File: config.mk
export PLATFORM = sky130hd
export DESIGN_NAME = infix_to_postfix_converter_unit
export DESIGN_NICKNAME = d
export VERILOG_FILES = /design/src/sv/i2p_pkg.sv /design/src/sv/i2p_stack.sv /design/src/sv/infix_to_postfix_converter_unit.sv
export SDC_FILE = /design/constraint.sdc
export NUM_CORES = 1
export LEC_CHECK = 0
export BUFFER_PORTS_ARGS = -buffer_cell sky130_fd_sc_hd__buf_2
export CORE_MARGIN = 2
export CORE_UTILIZATION = 45
export DETAILED_ROUTE_END_ITERATION = 7
export PLACE_DENSITY_LB_ADDON = 0.1
export SKIP_LAST_GASP = 1
export SLEW_MARGIN = 0
export SYNTH_ARGS = -nofsm -noshare
export SYNTH_HDL_FRONTEND = slang
export SYNTH_HIERARCHICAL = 1
export SYNTH_SLANG_ARGS = --single-unit
File: constraint.sdc
create_clock -name clk -period 5.62 [get_ports clk]
set_clock_uncertainty 0.2 [all_clocks]
set_input_delay 0.281 -clock clk [delete_from_list [all_inputs] [get_ports clk]]
set_output_delay 0.281 -clock clk [all_outputs]
set_load 0.01 [all_outputs]
File: src/sv/i2p_pkg.sv
`default_nettype none
package i2p_pkg;

	localparam int STACK_DEPTH = 32;
	localparam int CNT_W = $clog2(STACK_DEPTH + 1);
	localparam int ADDR_W = $clog2(STACK_DEPTH);

	localparam logic [CNT_W-1:0] CNT_ZERO = '0;
	localparam logic [CNT_W-1:0] CNT_ONE = CNT_W'(1);
	localparam logic [CNT_W-1:0] CNT_TWO = CNT_W'(2);
	localparam logic [CNT_W-1:0] CNT_FULL = CNT_W'(STACK_DEPTH);

	typedef logic [7:0] char_t;

	typedef struct packed {
		logic  push;
		logic  pop;
		logic  clear;
		char_t data;
	} stk_cmd_t;

	typedef struct packed {
		char_t            top;
		char_t            below;
		logic [CNT_W-1:0] count;
	} stk_stat_t;

endpackage
`default_nettype wire

File: src/sv/i2p_stack.sv
`default_nettype none
module i2p_stack (
	input  wire logic                 clk,
	input  wire logic                 arst_n,
	input  wire i2p_pkg::stk_cmd_t    cmd,
	output i2p_pkg::stk_stat_t        stat
);

	i2p_pkg::char_t                   mem [i2p_pkg::STACK_DEPTH];
	i2p_pkg::char_t                   top_q;
	i2p_pkg::char_t                   below_q;
	logic [i2p_pkg::CNT_W-1:0]        count_q;
	logic [i2p_pkg::CNT_W-1:0]        count_d;
	logic [i2p_pkg::CNT_W-1:0]        cnt_m1;
	logic [i2p_pkg::CNT_W-1:0]        cnt_rd;
	logic [i2p_pkg::ADDR_W-1:0]       wr_addr;
	logic [i2p_pkg::ADDR_W-1:0]       rd_addr;
	logic                             wr_en;

	always_comb begin
		if (cmd.clear) begin
			count_d = i2p_pkg::CNT_ZERO;
		end else if (cmd.push) begin
			count_d = count_q + i2p_pkg::CNT_ONE;
		end else if (cmd.pop) begin
			count_d = count_q - i2p_pkg::CNT_ONE;
		end else begin
			count_d = count_q;
		end
		cnt_m1  = count_q - i2p_pkg::CNT_ONE;
		cnt_rd  = count_d - i2p_pkg::CNT_TWO;
		wr_addr = cnt_m1[i2p_pkg::ADDR_W-1:0];
		rd_addr = cnt_rd[i2p_pkg::ADDR_W-1:0];
		wr_en   = cmd.push && (count_q != i2p_pkg::CNT_ZERO);
	end

	// spill the old top below on a push; keep the entry under the top prefetched
	always_ff @(posedge clk) begin
		if (wr_en) begin
			mem[wr_addr] <= top_q;
		end
		if (wr_en && (wr_addr == rd_addr)) begin
			below_q <= top_q;
		end else begin
			below_q <= mem[rd_addr];
		end
		if (cmd.push) begin
			top_q <= cmd.data;
		end else if (cmd.pop) begin
			top_q <= below_q;
		end
	end

	always_ff @(posedge clk or negedge arst_n) begin
		if (!arst_n) begin
			count_q <= i2p_pkg::CNT_ZERO;
		end else begin
			count_q <= count_d;
		end
	end

	assign stat.top   = top_q;
	assign stat.below = below_q;
	assign stat.count = count_q;

endmodule
`default_nettype wire

File: src/sv/infix_to_postfix_converter_unit.sv
// Infix to postfix converter (shunting-yard), one character per item.
// Input channel: item_valid / item_stall carry char_code and end_marker; an
// item is taken when item_valid is high and item_stall low. item_stall is
// high from the cycle after acceptance until the item's work is done.
// Result channel: result_valid / result_stall carry out_char, is_error and
// is_last; is_last marks the final result of an item. A push or whitespace
// after no digit, and any non-end item after an error, give no result at all.
// Timing: the item is decoded in ST_START once the output register is free,
// and each result is registered in the output register. A digit, or any
// item after an error, ends in ST_START; every other item goes on to ST_BODY,
// which pops operators from the stack one pop per cycle while the output
// register is free: the top entry is held in a flip-flop and the entry below
// it is prefetched from the stack memory each cycle.
// While result_stall is high the held result stays put and the sequencer
// waits; a new item may still be taken while the last result waits.
// Reset empties the stack and clears the digit, operator and error flags;
// the stack memory itself needs no clearing. An end item returns the stack and
// the digit, operator and error flags to their reset values.
`default_nettype none
module infix_to_postfix_converter_unit (
	input  wire logic       clk,
	input  wire logic       arst_n,
	input  wire logic       item_valid,
	output logic            item_stall,
	input  wire logic [7:0] char_code,
	input  wire logic       end_marker,
	output logic            result_valid,
	input  wire logic       result_stall,
	output logic [7:0]      out_char,
	output logic            is_error,
	output logic            is_last
);

	localparam logic [1:0] ST_IDLE  = 2'd0;
	localparam logic [1:0] ST_START = 2'd1;
	localparam logic [1:0] ST_BODY  = 2'd2;

	localparam i2p_pkg::char_t CH_PLUS  = 8'h2B;
	localparam i2p_pkg::char_t CH_MINUS = 8'h2D;
	localparam i2p_pkg::char_t CH_MUL   = 8'h2A;
	localparam i2p_pkg::char_t CH_DIV   = 8'h2F;
	localparam i2p_pkg::char_t CH_POW   = 8'h5E;
	localparam i2p_pkg::char_t CH_LP    = 8'h28;
	localparam i2p_pkg::char_t CH_RP    = 8'h29;
	localparam i2p_pkg::char_t CH_SP    = 8'h20;
	localparam i2p_pkg::char_t CH_NUL   = 8'h00;
	localparam i2p_pkg::char_t CH_TAB   = 8'h09;
	localparam i2p_pkg::char_t CH_CR    = 8'h0D;
	localparam i2p_pkg::char_t CH_D0    = 8'h30;
	localparam i2p_pkg::char_t CH_D9    = 8'h39;

	function automatic logic [1:0] prec_of(input i2p_pkg::char_t c);
		logic [1:0] p;
		case (c)
			CH_PLUS, CH_MINUS: p = 2'd1;
			CH_MUL, CH_DIV:    p = 2'd2;
			CH_POW:            p = 2'd3;
			default:           p = 2'd0;
		endcase
		return p;
	endfunction

	logic [1:0]          state_q;
	logic [1:0]          state_d;
	i2p_pkg::char_t      char_q;
	logic                end_q;
	logic                in_num_q, in_num_d;
	logic                prev_op_q, prev_op_d;
	logic                err_q, err_d;
	logic                out_valid_q;
	i2p_pkg::char_t      out_char_q;
	logic                out_err_q;
	logic                out_last_q;

	logic                emit;
	i2p_pkg::char_t      e_char;
	logic                e_err;
	logic                e_last;
	logic                slot_free;
	logic                accept;

	i2p_pkg::stk_cmd_t   stk_cmd;
	i2p_pkg::stk_stat_t  stk_stat;

	logic                c_digit, c_ws, c_lp, c_rp, c_op;
	logic                st_empty, st_full, st_multi;
	logic                pop_top, pop_below;
	logic                space_last;

	i2p_stack u_stack (
		.clk    (clk),
		.arst_n (arst_n),
		.cmd    (stk_cmd),
		.stat   (stk_stat)
	);

	assign accept    = item_valid && !item_stall;
	assign slot_free = !out_valid_q || !result_stall;

	always_comb begin
		c_digit   = (char_q >= CH_D0) && (char_q <= CH_D9);
		c_ws      = (char_q == CH_SP) || ((char_q >= CH_TAB) && (char_q <= CH_CR));
		c_lp      = (char_q == CH_LP);
		c_rp      = (char_q == CH_RP);
		c_op      = (prec_of(char_q) != 2'd0);
		st_empty  = (stk_stat.count == i2p_pkg::CNT_ZERO);
		st_full   = (stk_stat.count == i2p_pkg::CNT_FULL);
		st_multi  = (stk_stat.count > i2p_pkg::CNT_ONE);
		pop_top   = !st_empty && (prec_of(stk_stat.top) >= prec_of(char_q));
		pop_below = st_multi && (prec_of(stk_stat.below) >= prec_of(char_q));
		space_last = !end_q && (c_ws || (c_lp && !st_full)
			|| (c_rp && !st_empty && (stk_stat.top == CH_LP))
			|| (c_op && !prev_op_q && !pop_top && !st_full));
	end

	always_comb begin
		state_d   = state_q;
		in_num_d  = in_num_q;
		prev_op_d = prev_op_q;
		err_d     = err_q;
		emit      = 1'b0;
		e_char    = CH_NUL;
		e_err     = 1'b0;
		e_last    = 1'b0;
		stk_cmd   = '0;
		unique case (state_q)
			ST_IDLE: begin
				if (accept) begin
					state_d = ST_START;
				end
			end
			ST_START: begin
				if (slot_free) begin
					if (err_q) begin
						if (end_q) begin
							emit          = 1'b1;
							e_err         = 1'b1;
							e_last        = 1'b1;
							err_d         = 1'b0;
							in_num_d      = 1'b0;
							prev_op_d     = 1'b0;
							stk_cmd.clear = 1'b1;
						end
						state_d = ST_IDLE;
					end else if (!end_q && c_digit) begin
						emit      = 1'b1;
						e_char    = char_q;
						e_last    = 1'b1;
						in_num_d  = 1'b1;
						prev_op_d = 1'b0;
						state_d   = ST_IDLE;
					end else begin
						if (in_num_q) begin
							emit     = 1'b1;
							e_char   = CH_SP;
							e_last   = space_last;
							in_num_d = 1'b0;
						end
						state_d = ST_BODY;
					end
				end
			end
			ST_BODY: begin
				if (slot_free) begin
					if (end_q) begin
						if (st_empty || (stk_stat.top == CH_LP)) begin
							emit          = 1'b1;
							e_err         = !st_empty;
							e_last        = 1'b1;
							in_num_d      = 1'b0;
							prev_op_d     = 1'b0;
							err_d         = 1'b0;
							stk_cmd.clear = 1'b1;
							state_d       = ST_IDLE;
						end else begin
							emit        = 1'b1;
							e_char      = stk_stat.top;
							stk_cmd.pop = 1'b1;
						end
					end else if (c_ws) begin
						prev_op_d = 1'b0;
						state_d   = ST_IDLE;
					end else if (c_lp && !st_full) begin
						prev_op_d    = 1'b0;
						stk_cmd.push = 1'b1;
						stk_cmd.data = char_q;
						state_d      = ST_IDLE;
					end else if (c_rp && !st_empty) begin
						prev_op_d   = 1'b0;
						stk_cmd.pop = 1'b1;
						if (stk_stat.top == CH_LP) begin
							state_d = ST_IDLE;
						end else begin
							emit   = 1'b1;
							e_char = stk_stat.top;
							e_last = st_multi && (stk_stat.below == CH_LP);
						end
					end else if (c_op && !prev_op_q && pop_top) begin
						emit        = 1'b1;
						e_char      = stk_stat.top;
						e_last      = !pop_below;
						stk_cmd.pop = 1'b1;
					end else if (c_op && !prev_op_q && !st_full) begin
						prev_op_d    = 1'b1;
						stk_cmd.push = 1'b1;
						stk_cmd.data = char_q;
						state_d      = ST_IDLE;
					end else begin
						// fail: flag, empty the stack, ignore until the end item
						emit          = 1'b1;
						e_err         = 1'b1;
						e_last        = 1'b1;
						in_num_d      = 1'b0;
						prev_op_d     = 1'b0;
						err_d         = 1'b1;
						stk_cmd.clear = 1'b1;
						state_d       = ST_IDLE;
					end
				end
			end
			default: begin
				state_d = ST_IDLE;
			end
		endcase
	end

	always_ff @(posedge clk or negedge arst_n) begin
		if (!arst_n) begin
			state_q     <= ST_IDLE;
			in_num_q    <= 1'b0;
			prev_op_q   <= 1'b0;
			err_q       <= 1'b0;
			out_valid_q <= 1'b0;
		end else begin
			state_q   <= state_d;
			in_num_q  <= in_num_d;
			prev_op_q <= prev_op_d;
			err_q     <= err_d;
			if (emit) begin
				out_valid_q <= 1'b1;
			end else if (!result_stall) begin
				out_valid_q <= 1'b0;
			end
		end
	end

	always_ff @(posedge clk) begin
		if (accept) begin
			char_q <= char_code;
			end_q  <= end_marker;
		end
		if (emit) begin
			out_char_q <= e_char;
			out_err_q  <= e_err;
			out_last_q <= e_last;
		end
	end

	assign item_stall   = (state_q != ST_IDLE);
	assign result_valid = out_valid_q;
	assign out_char     = out_char_q;
	assign is_error     = out_err_q;
	assign is_last      = out_last_q;

endmodule
`default_nettype wire

==> flow_summary.ini, run 1 <==
[yosys]
synth_xor_xnor_area_share_pct = 0.602
netlist_instances = 876
ys_ff_latch = 300
synth-simple-area-share_pct = 8.13
synth_cell_types = 69
yosysWarnings = 6
synthAdderAreaFrac_pct = 1.24
synth_top_family_by_area = multiplexers
netlist_area_um2 = 13100
ys.flop_type = edfxtp_1
synth_area_leaders = edfxtp_1 65%, mux2i_1 9.9%, a22oi_1 3.8%
synth_compound_area_share_pct = 8.90
seq_area_frac_synth_pct = 67.9
syn_avg_cell_area_um2 = 15.0
synthesis.nets = 902
yosysTopAreaCellShare_pct = 64.9
synthMuxAreaShare_pct = 10.7
synth_edf_count = 283
synth_top_area_cell = edfxtp_1
async_flop_share_pct = 4.00

[setup_path]
ff2ff_setup_slack_ns = 0.95
critPathArrivalTime_ns = 4.88
reg2reg_depth = 15
end_kind = flop
rr_endpoint = is_last
crit_path_start_kind = flop
critPathMaxFanout = 25
cp.required_ns = 5.83
path_class = reg2reg

[routing]
dr.pass1.iters = 5
drt_iter0_markers = 749
num_vias = 7836
wl_per_cell_um = 23.3
drtAntennaViolNets = 0
wl_um = 31600
post-route-drc-count = 0
viasPerCell = 5.78

[placement]
hpwl_um = 21000
port_buffers = 24
gp_congestion = 0.853
dpl_cell_area_um2 = 13800

[hold_path]
hold_depth = 2
min_from = end_marker
hold_class = in2reg
holdPathEnd = end_q

[power]
power_mw = 7.10
vdd_ir_drop_max_uv = 391
power.internal_mw = 4.64
switching_share_pct = 34.7
power.combinational.fraction_pct = 32.3
power_switching_mw = 2.46
power.leakage_nw = 5.30
clkPwrFrac_pct = 27.6
seq_power_share_pct = 40.1
p_per_area_nw_per_um2 = 476

[die]
die_x_um = 175
initial_core_util_pct = 45.6
die_area_um2 = 30500
core_area_um2 = 28700
io_pins = 25
fp.dieH_um = 175
rows = 62

[cts]
clock-root-buffer = clkbuf_16
clock_latency_ns = 0.56
cts_made_buffers = 31
clk_pin_slew_ns = 0.06
htreeDepth = 1
clk_path_buf_depth = 3
cts.sinks = 300
cts_tree = built

[status]
status = completed

[global_route]
grt_max_degree = 44
grt_pass1_wl_um = 48300
antenna_found_initial = 0
grt_usage_pct = 20.9
grt_pass1_vias = 7866
gr-total-overflow = 0

[sta]
hold_viol_final = 0
min_period_over_period_pct = 83.2
setup_viol = 0
fmax_ghz = 0.214
slew_headroom_pct = 21.3
setup_tns_ns = 0
drv_slew = 0
worst_pin_slew_ns = 1.18
rsz0062_at_grt = no
fin_crit_ns = 4.67
timing.hold.ws_ns = 0.240

[run]
max_cap_violations = 0

[finish]
nets = 973
final_cell_area_um2 = 14900
area_growth_pct = 13.9
antenna_cells = 0
utilization_pct = 52.0
drive_gt1_share_pct = 14.7
## critical path, cell delays in order (launching register included)
cell	delay (ns)
dfxtp_1	0.44
and2_1	0.95
buf_4	0.31
a22oi_1	0.09
a21oi_1	0.24
nor4_2	0.09
nor4b_1	0.71
a31oi_1	0.17
a31oi_1	0.19
nand2_1	0.09
ha_1	0.32
nand2b_1	0.14
a21o_1	0.17
o311ai_0	0.10
nand4_1	0.14
a21oi_1	0.16
## power by group through the flow
| stage | Combinational, mW | Clock, mW | Sequential, mW |
|---|---|---|---|
| 6_report | 2.29 | 1.96 | 2.85 |
| 5_1_grt | 2.47 | 2.08 | 2.87 |
| 4_1_cts | 2.29 | 1.99 | 2.84 |
| 3_5_place_dp | 2.27 | 0 | 2.89 |
| 3_3_place_gp | 2.23 | 0 | 2.88 |
| 2_1_floorplan | 1.64 | 0 | 2.84 |
## synth_stat cells (9+ instances only)
| master | n |
|---|---|
| buf_2 | 11 |
| ha_1 | 13 |
| a21oi_1 | 48 |
| and2_1 | 12 |
| nor3_1 | 11 |
| nor4_2 | 9 |
| nor2_1 | 59 |
| inv_1 | 13 |
| mux2_1 | 9 |
| mux2i_1 | 129 |
| dfrtp_1 | 12 |
| edfxtp_1 | 283 |
| clkbuf_1 | 16 |
| a22oi_1 | 66 |
| nand2_1 | 37 |
## routing by layer
metal / vias up / GRT usage, % / wire, um
met5: - / 0 / 0
met4: 0 / 5.66 / 680
met3: 51 / 2.83 / 1850
met2: 229 / 33.3 / 14800
met1: 3986 / 30.2 / 14300
li1: 3570 / - / -
## repair_timing
item	CTS	global route
hold buffers	13	0
buffers inserted	0	0
resized for setup	0	0
endpoints found under the hold margin	23	0
## how the worst max path moves through the flow
stage                                     to  slack, ns  cells past startpoint
after global placement               is_last       1.18                     15
final                                is_last       0.95                     15
after CTS                 u_stack/mem[25][2]       1.01                     13
after detailed placement             is_last       1.02                     15
after floorplan           u_stack/mem[31][0]       1.03                     15
after global routing                 is_last       0.61                     14
## through the flow
stage | setup slack (ns) | std cells
6_report | 0.947 | 1355
5_1_grt | 0.614 | 1355
4_1_cts | 1.01 | 1355
3_5_place_dp | 1.02 | 1285
3_3_place_gp | 1.18 | 1285
2_1_floorplan | 1.03 | 876
## cells in the final DEF (no fill, tap or decap), types with 5 or more instances in the layout
cell type	Yosys	layout
a21oi_1	48	48
a22oi_1	66	66
a31oi_1	8	8
and2_1	12	12
and3_1	6	6
buf_2	11	24
buf_4	6	43
clkbuf_16	0	31
clkinv_1	0	6
clkinv_2	0	10
dfrtp_1	12	12
dlygate4sd3_1	0	13
edfxtp_1	283	283
ha_1	13	13
inv_1	13	13
mux2_1	9	9
mux2i_1	129	129
nand2_1	37	37
nand2b_1	7	7
nand3_1	8	8
nand3b_1	8	8
nand4_1	6	6
nor2_1	59	58
nor3_1	11	11
nor4_2	9	9
o21ai_0	8	8
xnor2_1	5	5
## logic make-up after synthesis
group | count (synthesis)
multiplexers | 139
AO/OA/AOI/OAI | 164
flip-flops | 300
XOR/XNOR | 9
adder cells (fa/ha/maj) | 13
buffers and inverters | 57
AND/OR/NAND/NOR | 193
other | 1
## registers in the layout (all words and copies together), names as in the netlist, named ones only
| register | flops |
|---|---|
| prev_op_q | 1 |
| char_q | 8 |
| in_num_q | 1 |
| u_stack/count_q | 6 |
| u_stack/top_q | 8 |
| result_valid | 1 |
| out_char | 8 |
| end_q | 1 |
| state_q | 2 |
| is_last | 1 |
| err_q | 1 |
| is_error | 1 |
| u_stack/mem | 256 |
## cell type report
class,instances,area [um^2]
clock buffer,34,787
tap,384,480
inverter,13,48.8
clock inverter,23,194
multi-input combinational,519,3900
sequential,300,8900
fill,2392,13800
timing repair buffer,82,613
Note: power is estimated with default switching activity, not from simulation.
==> run 2: changes to the inputs <==
- clock period: 5.62 -> 3.9 ns (I/O delays scaled with it)
==> run 2 against run 1 <==
Compared with the run above:
- worst hold slack got worse by 0.086 ns
- sequential share of layout area fell by 5.8 points
- combinational power rose by 95%
- clock-buffer cell count rose by 1
- sequential cell count did not move
- critical path depth fell by 1
- via count rose by 3.0%
- first-iteration DRC count fell by 27%
- routed wire length rose by 1.3%
- design area rose by 11%
- non-clock buffer count rose by 85
- highest routed layer unchanged
==> flow_summary.ini, run 2 (synthesis results as in run 1) <==
[status]
status = completed

[die]
die_x_um = 175
initial_core_util_pct = 45.6
fp.dieH_um = 175
die_area_um2 = 30500
core_area_um2 = 28700
rows = 62
io_pins = 25

[sta]
worst_pin_slew_ns = 1.07
timing.hold.ws_ns = 0.155
rsz0062_at_grt = yes
fin_crit_ns = 3.84
slew_headroom_pct = 28.3
fmax_ghz = 0.260
setup_viol = 0
drv_slew = 0
min_period_over_period_pct = 98.4
hold_viol_final = 0

[cts]
cts_made_buffers = 31
cts_tree = built
cts.sinks = 300
clock_latency_ns = 0.56
clock-root-buffer = clkbuf_16
clk_path_buf_depth = 3
htreeDepth = 1
clk_pin_slew_ns = 0.06

[power]
power_mw = 11.3
vdd_ir_drop_max_uv = 373
p_per_area_nw_per_um2 = 685
power.leakage_nw = 5.94

[global_route]
met1_usage_pct = 29.1
grt_pass1_wl_um = 48200
antenna_found_initial = 0
gr-total-overflow = 0
use_met3_pct = 2.87
use_met2_pct = 34.6
grt_usage_pct = 20.8
grt_pass1_vias = 8211
grt_max_degree = 34
busiest_layer = met2

[routing]
drtAntennaViolNets = 0
wl_um = 32000
wl_per_cell_um = 22.2
viasPerCell = 5.60
dr.pass1.iters = 5
drt_iter0_markers = 550
post-route-drc-count = 0
num_vias = 8069

[finish]
layout_common_cells = 283 x edfxtp_1, 127 x mux2i_1, 85 x buf_4, 56 x a22oi_1, 41 x buf_12
area_growth_pct = 26.1
largest_reg_flops = 256
final_common_cell = edfxtp_1
nets = 1058
antenna_cells = 0
top_register = u_stack/mem
fill_cells = 2286
utilization_pct = 57.6
drive_gt1_share_pct = 27.8
final_cell_area_um2 = 16500

[placement]
port_buffers = 24
dpl_cell_area_um2 = 14800
hpwl_um = 21400
gp_congestion = 0.859

[setup_path]
critPathArrivalTime_ns = 3.86
slowest_delay_ns = 0.42
cp_num_buf_inv = 1
crit_chain = nor4b_4 -> nor2b_2 -> nor2_1 -> a31oi_1 -> nand3_1 -> ha_1 -> a21oi_4 -> or2_4 -> nand2_4 -> a2111oi_4 -> o41a_1 -> buf_6 -> nand2_8 -> nor2_4
crit_family = simple AND/OR/NAND/NOR gates
slowest_stage = edfxtp_1
cp.required_ns = 3.92
path_class = reg2reg
end_kind = flop
critPathMaxFanout = 8
crit_path_start_kind = flop

[run]
max_cap_violations = 0

[hold_path]
hold_class = in2reg
run 2: cell types whose count changed in the layout (fill, tap and decap cells not counted), moves of 10 or more:
cell     change
buf_4       +42
a22oi_2     +10
buf_12      +39
a21oi_1     -12
nor2_1      -32
a22oi_1     -10
a21oi_2     +11
nor2_4      +21
nor2_2      +11
run 2: layout make-up:
| class | count | area, um^2 | area share, % |
|---|---|---|---|
| inverters | 13 | 48.8 | 0.295 |
| repair buffers | 167 | 1770 | 10.7 |
| clock inverters | 22 | 181 | 1.10 |
| flip-flops and latches | 300 | 8900 | 53.9 |
| clock buffers | 35 | 791 | 4.79 |
| well taps | 384 | 480 | 2.91 |
| multi-input cells | 519 | 4350 | 26.3 |
run 2: per-layer routing:
metal / vias to the layer above / share of wire (%)
met1: 4054 / 45
met5: - / 0
li1: 3749 / -
met4: 0 / 1.8
met3: 41 / 5.2
met2: 225 / 48
run 2: final timing paths:
check | start | endpoint | slack, ns | cells after the start
worst min-delay path | char_code[4] | char_q[4] | 0.15 | 2
min in group asynchronous | arst_n | u_stack/count_q[0] | 0.53 | 3
max in group asynchronous | arst_n | result_valid | 2.55 | 3
worst max register to register | char_q[7] | u_stack/mem[3][5] | 0.06 | 14
worst max-delay path | char_q[7] | u_stack/mem[3][5] | 0.06 | 14
worst min register to register | state_q[1] | state_q[1] | 0.34 | 1
run 2: worst reg2reg max path: stages, from the launching register on:
cell and delay [ns]:
edfxtp_1 0.42, nor4b_4 0.37, nor2b_2 0.22, nor2_1 0.05, a31oi_1 0.15, nand3_1 0.13, ha_1 0.34, a21oi_4 0.19
or2_4 0.17, nand2_4 0.06, a2111oi_4 0.31, o41a_1 0.29, buf_6 0.14, nand2_8 0.14, nor2_4 0.32
run 2: what timing repair did:
action                     CTS  global route
pin swaps                    7            29
setup endpoints to repair  259           281
gates cloned                 1             1
gates resized for setup     11            58
buffers inserted             9            20
hold buffers                13             0
hold endpoints to repair    24             0
run 2: per-stage QoR:
stage | TNS [ns] | instances | setup slack, ns
floorplan | -111.31 | 876 | -0.495
global placement | -0.0666 | 1341 | -0.0666
detailed placement | -6.85 | 1341 | -0.173
CTS | 0 | 1421 | 0.00122
global route | -12.54 | 1440 | -0.132
finish | 0 | 1440 | 0.0610
run 2: power by group:
part | internal (mW) | total, mW | switching, mW
Sequential | 3.84 | 4.03 | 0.194
Clock | 1.64 | 2.81 | 1.17
Combinational | 1.96 | 4.47 | 2.51
==> run 3: changes to the inputs <==
- PLACE_DENSITY_LB_ADDON: 0.1 -> 0.12
==> run 3 against run 2 <==
Compared with the run above:
- sequential cell count stayed put
- total power is 6.2% higher
- die area stayed put
- largest power group unchanged
- worst hold slack worse by 0.0036 ns
- register-to-register slack worse by 0.02 ns
- non-clock buffer count is 28 higher
- global-route usage is 0.58 points higher
- via count is 3.7% higher
- combinational power is 12% higher
- highest routed layer unchanged
- critical path depth is 4 higher
- maximum frequency is 0.55% lower
- first-iteration DRC count is 25% higher
==> flow_summary.ini, run 3 (synthesis results as in run 1) <==
[global_route]
grt_pass1_wl_um = 49800
grt_pass1_vias = 8252
grt_max_degree = 38
antenna_found_initial = 0
gr-total-overflow = 0
grt_usage_pct = 21.4
use_met2_pct = 35.3
use_met3_pct = 2.79
met1_usage_pct = 30.4
busiest_layer = met2

[cts]
cts_made_buffers = 31
clk_pin_slew_ns = 0.06
htreeDepth = 1
cts.sinks = 300
clk_path_buf_depth = 3
cts_tree = built
clock_latency_ns = 0.56
clock-root-buffer = clkbuf_16

[power]
p_per_area_nw_per_um2 = 704
power.leakage_nw = 6.20
vdd_ir_drop_max_uv = 422
power_mw = 12.0

[sta]
worst_pin_slew_ns = 1.18
fin_crit_ns = 3.86
setup_tns_ns = 0
rsz0062_at_grt = yes
min_period_over_period_pct = 99.0
drv_slew = 0
hold_viol_final = 0
setup_viol = 0
slew_headroom_pct = 20.7
timing.hold.ws_ns = 0.151
fmax_ghz = 0.259

[setup_path]
path_class = reg2reg
critPathArrivalTime_ns = 4.11
end_kind = flop
critPathMaxFanout = 5
crit_path_start_kind = flop
cp.required_ns = 4.15

[finish]
final_common_cell = edfxtp_1
largest_reg_flops = 256
utilization_pct = 59.5
multi_input_area_um2 = 4510
area_growth_pct = 30.4
top_register = u_stack/mem
regArea_um2 = 8910
fill_cells = 2213
final_cell_area_um2 = 17100
antenna_cells = 0
layout_common_cells = 283 x edfxtp_1, 127 x mux2i_1, 102 x buf_4, 49 x a22oi_1
drive_gt1_share_pct = 31.9
nets = 1086

[routing]
drtAntennaViolNets = 0
drt_iter0_markers = 686
post-route-drc-count = 0
viasPerCell = 5.71
dr.pass1.iters = 5
wl_um = 34100
wl_per_cell_um = 23.2
num_vias = 8367

[die]
die_x_um = 175
io_pins = 25
rows = 62
fp.dieH_um = 175
initial_core_util_pct = 45.6
core_area_um2 = 28700
die_area_um2 = 30500

[hold_path]
hold_class = in2reg

[placement]
port_buffers = 24
dpl_cell_area_um2 = 14900
hpwl_um = 21600
gp_congestion = 0.889

[run]
max_cap_violations = 0

[status]
status = completed
-- run 3: cell count changes in the layout (fill, tap and decap cells not counted), sizes merged --
cell	previous run	this run
buf	153	175
bufinv	3	5
clkbuf	36	44
clkinv	18	11
inv	14	15
-- run 3: metal layers --
layer  wire length (um)  up-vias
met3               1770       47
met2              16500      243
met4                757        0
li1                   -     3807
met1              15000     4270
met5                  0        -
-- run 3: report_power, final --
| part | switching (mW) | leakage (nW) | total, mW | internal (mW) |
|---|---|---|---|---|
| Clock | 1.20 | 0.504 | 2.98 | 1.78 |
| Sequential | 0.207 | 2.75 | 4.05 | 3.84 |
| Combinational | 2.72 | 2.94 | 4.99 | 2.27 |
-- run 3: final timing paths --
path                                      endpoint  slack (ns)  depth (start not counted)        from
max in group asynchronous       u_stack/count_q[3]        2.63                          3      arst_n
worst min-delay path                         end_q        0.15                          2  end_marker
worst min register to register          state_q[1]        0.34                          1  state_q[1]
worst max register to register                flop        0.04                         18   char_q[4]
min in group asynchronous               state_q[1]        0.49                          3      arst_n
worst max-delay path                          flop        0.04                         18   char_q[4]
-- run 3: stage by stage --
step | worst slack, ns | instances
floorplan | -0.495 | 876
global placement | -0.0521 | 1357
CTS | 0.0100 | 1426
global route | -0.143 | 1466
finish | 0.0397 | 1466
detailed placement | -0.104 | 1357
-- run 3: critical path, cell delays in order, from the launching register on --
cell and delay [ns]:
edfxtp_1 0.46, nor4b_4 0.38, nor2b_4 0.21, nor2_1 0.04, a31oi_1 0.15, nand3_1 0.15
ha_4 0.32, a21oi_4 0.05, buf_4 0.13, a211oi_2 0.17, nor2_1 0.09, o31ai_4 0.27
and3_4 0.27, nand3b_1 0.14, nand2_2 0.12, xor2_2 0.18, nand2_2 0.10, ha_4 0.17
xor2_1 0.13
-- run 3: timing repair --
action | CTS | global route
pin swaps | 0 | 44
hold buffers | 13 | 0
endpoints found under the setup margin | 260 | 284
resized for setup | 5 | 103
hold endpoints to repair | 24 | 0
gates cloned | 0 | 7
buffers inserted | 1 | 35
-- run 3: final cells by class --
cell class                 count  share of cell area, %
sequential                   300                   52.1
tap                          384                   2.81
timing repair buffer         195                   12.4
clock inverter                18                   1.29
clock buffer                  37                   4.67
multi-input combinational    519                   26.4
inverter                      13                  0.286
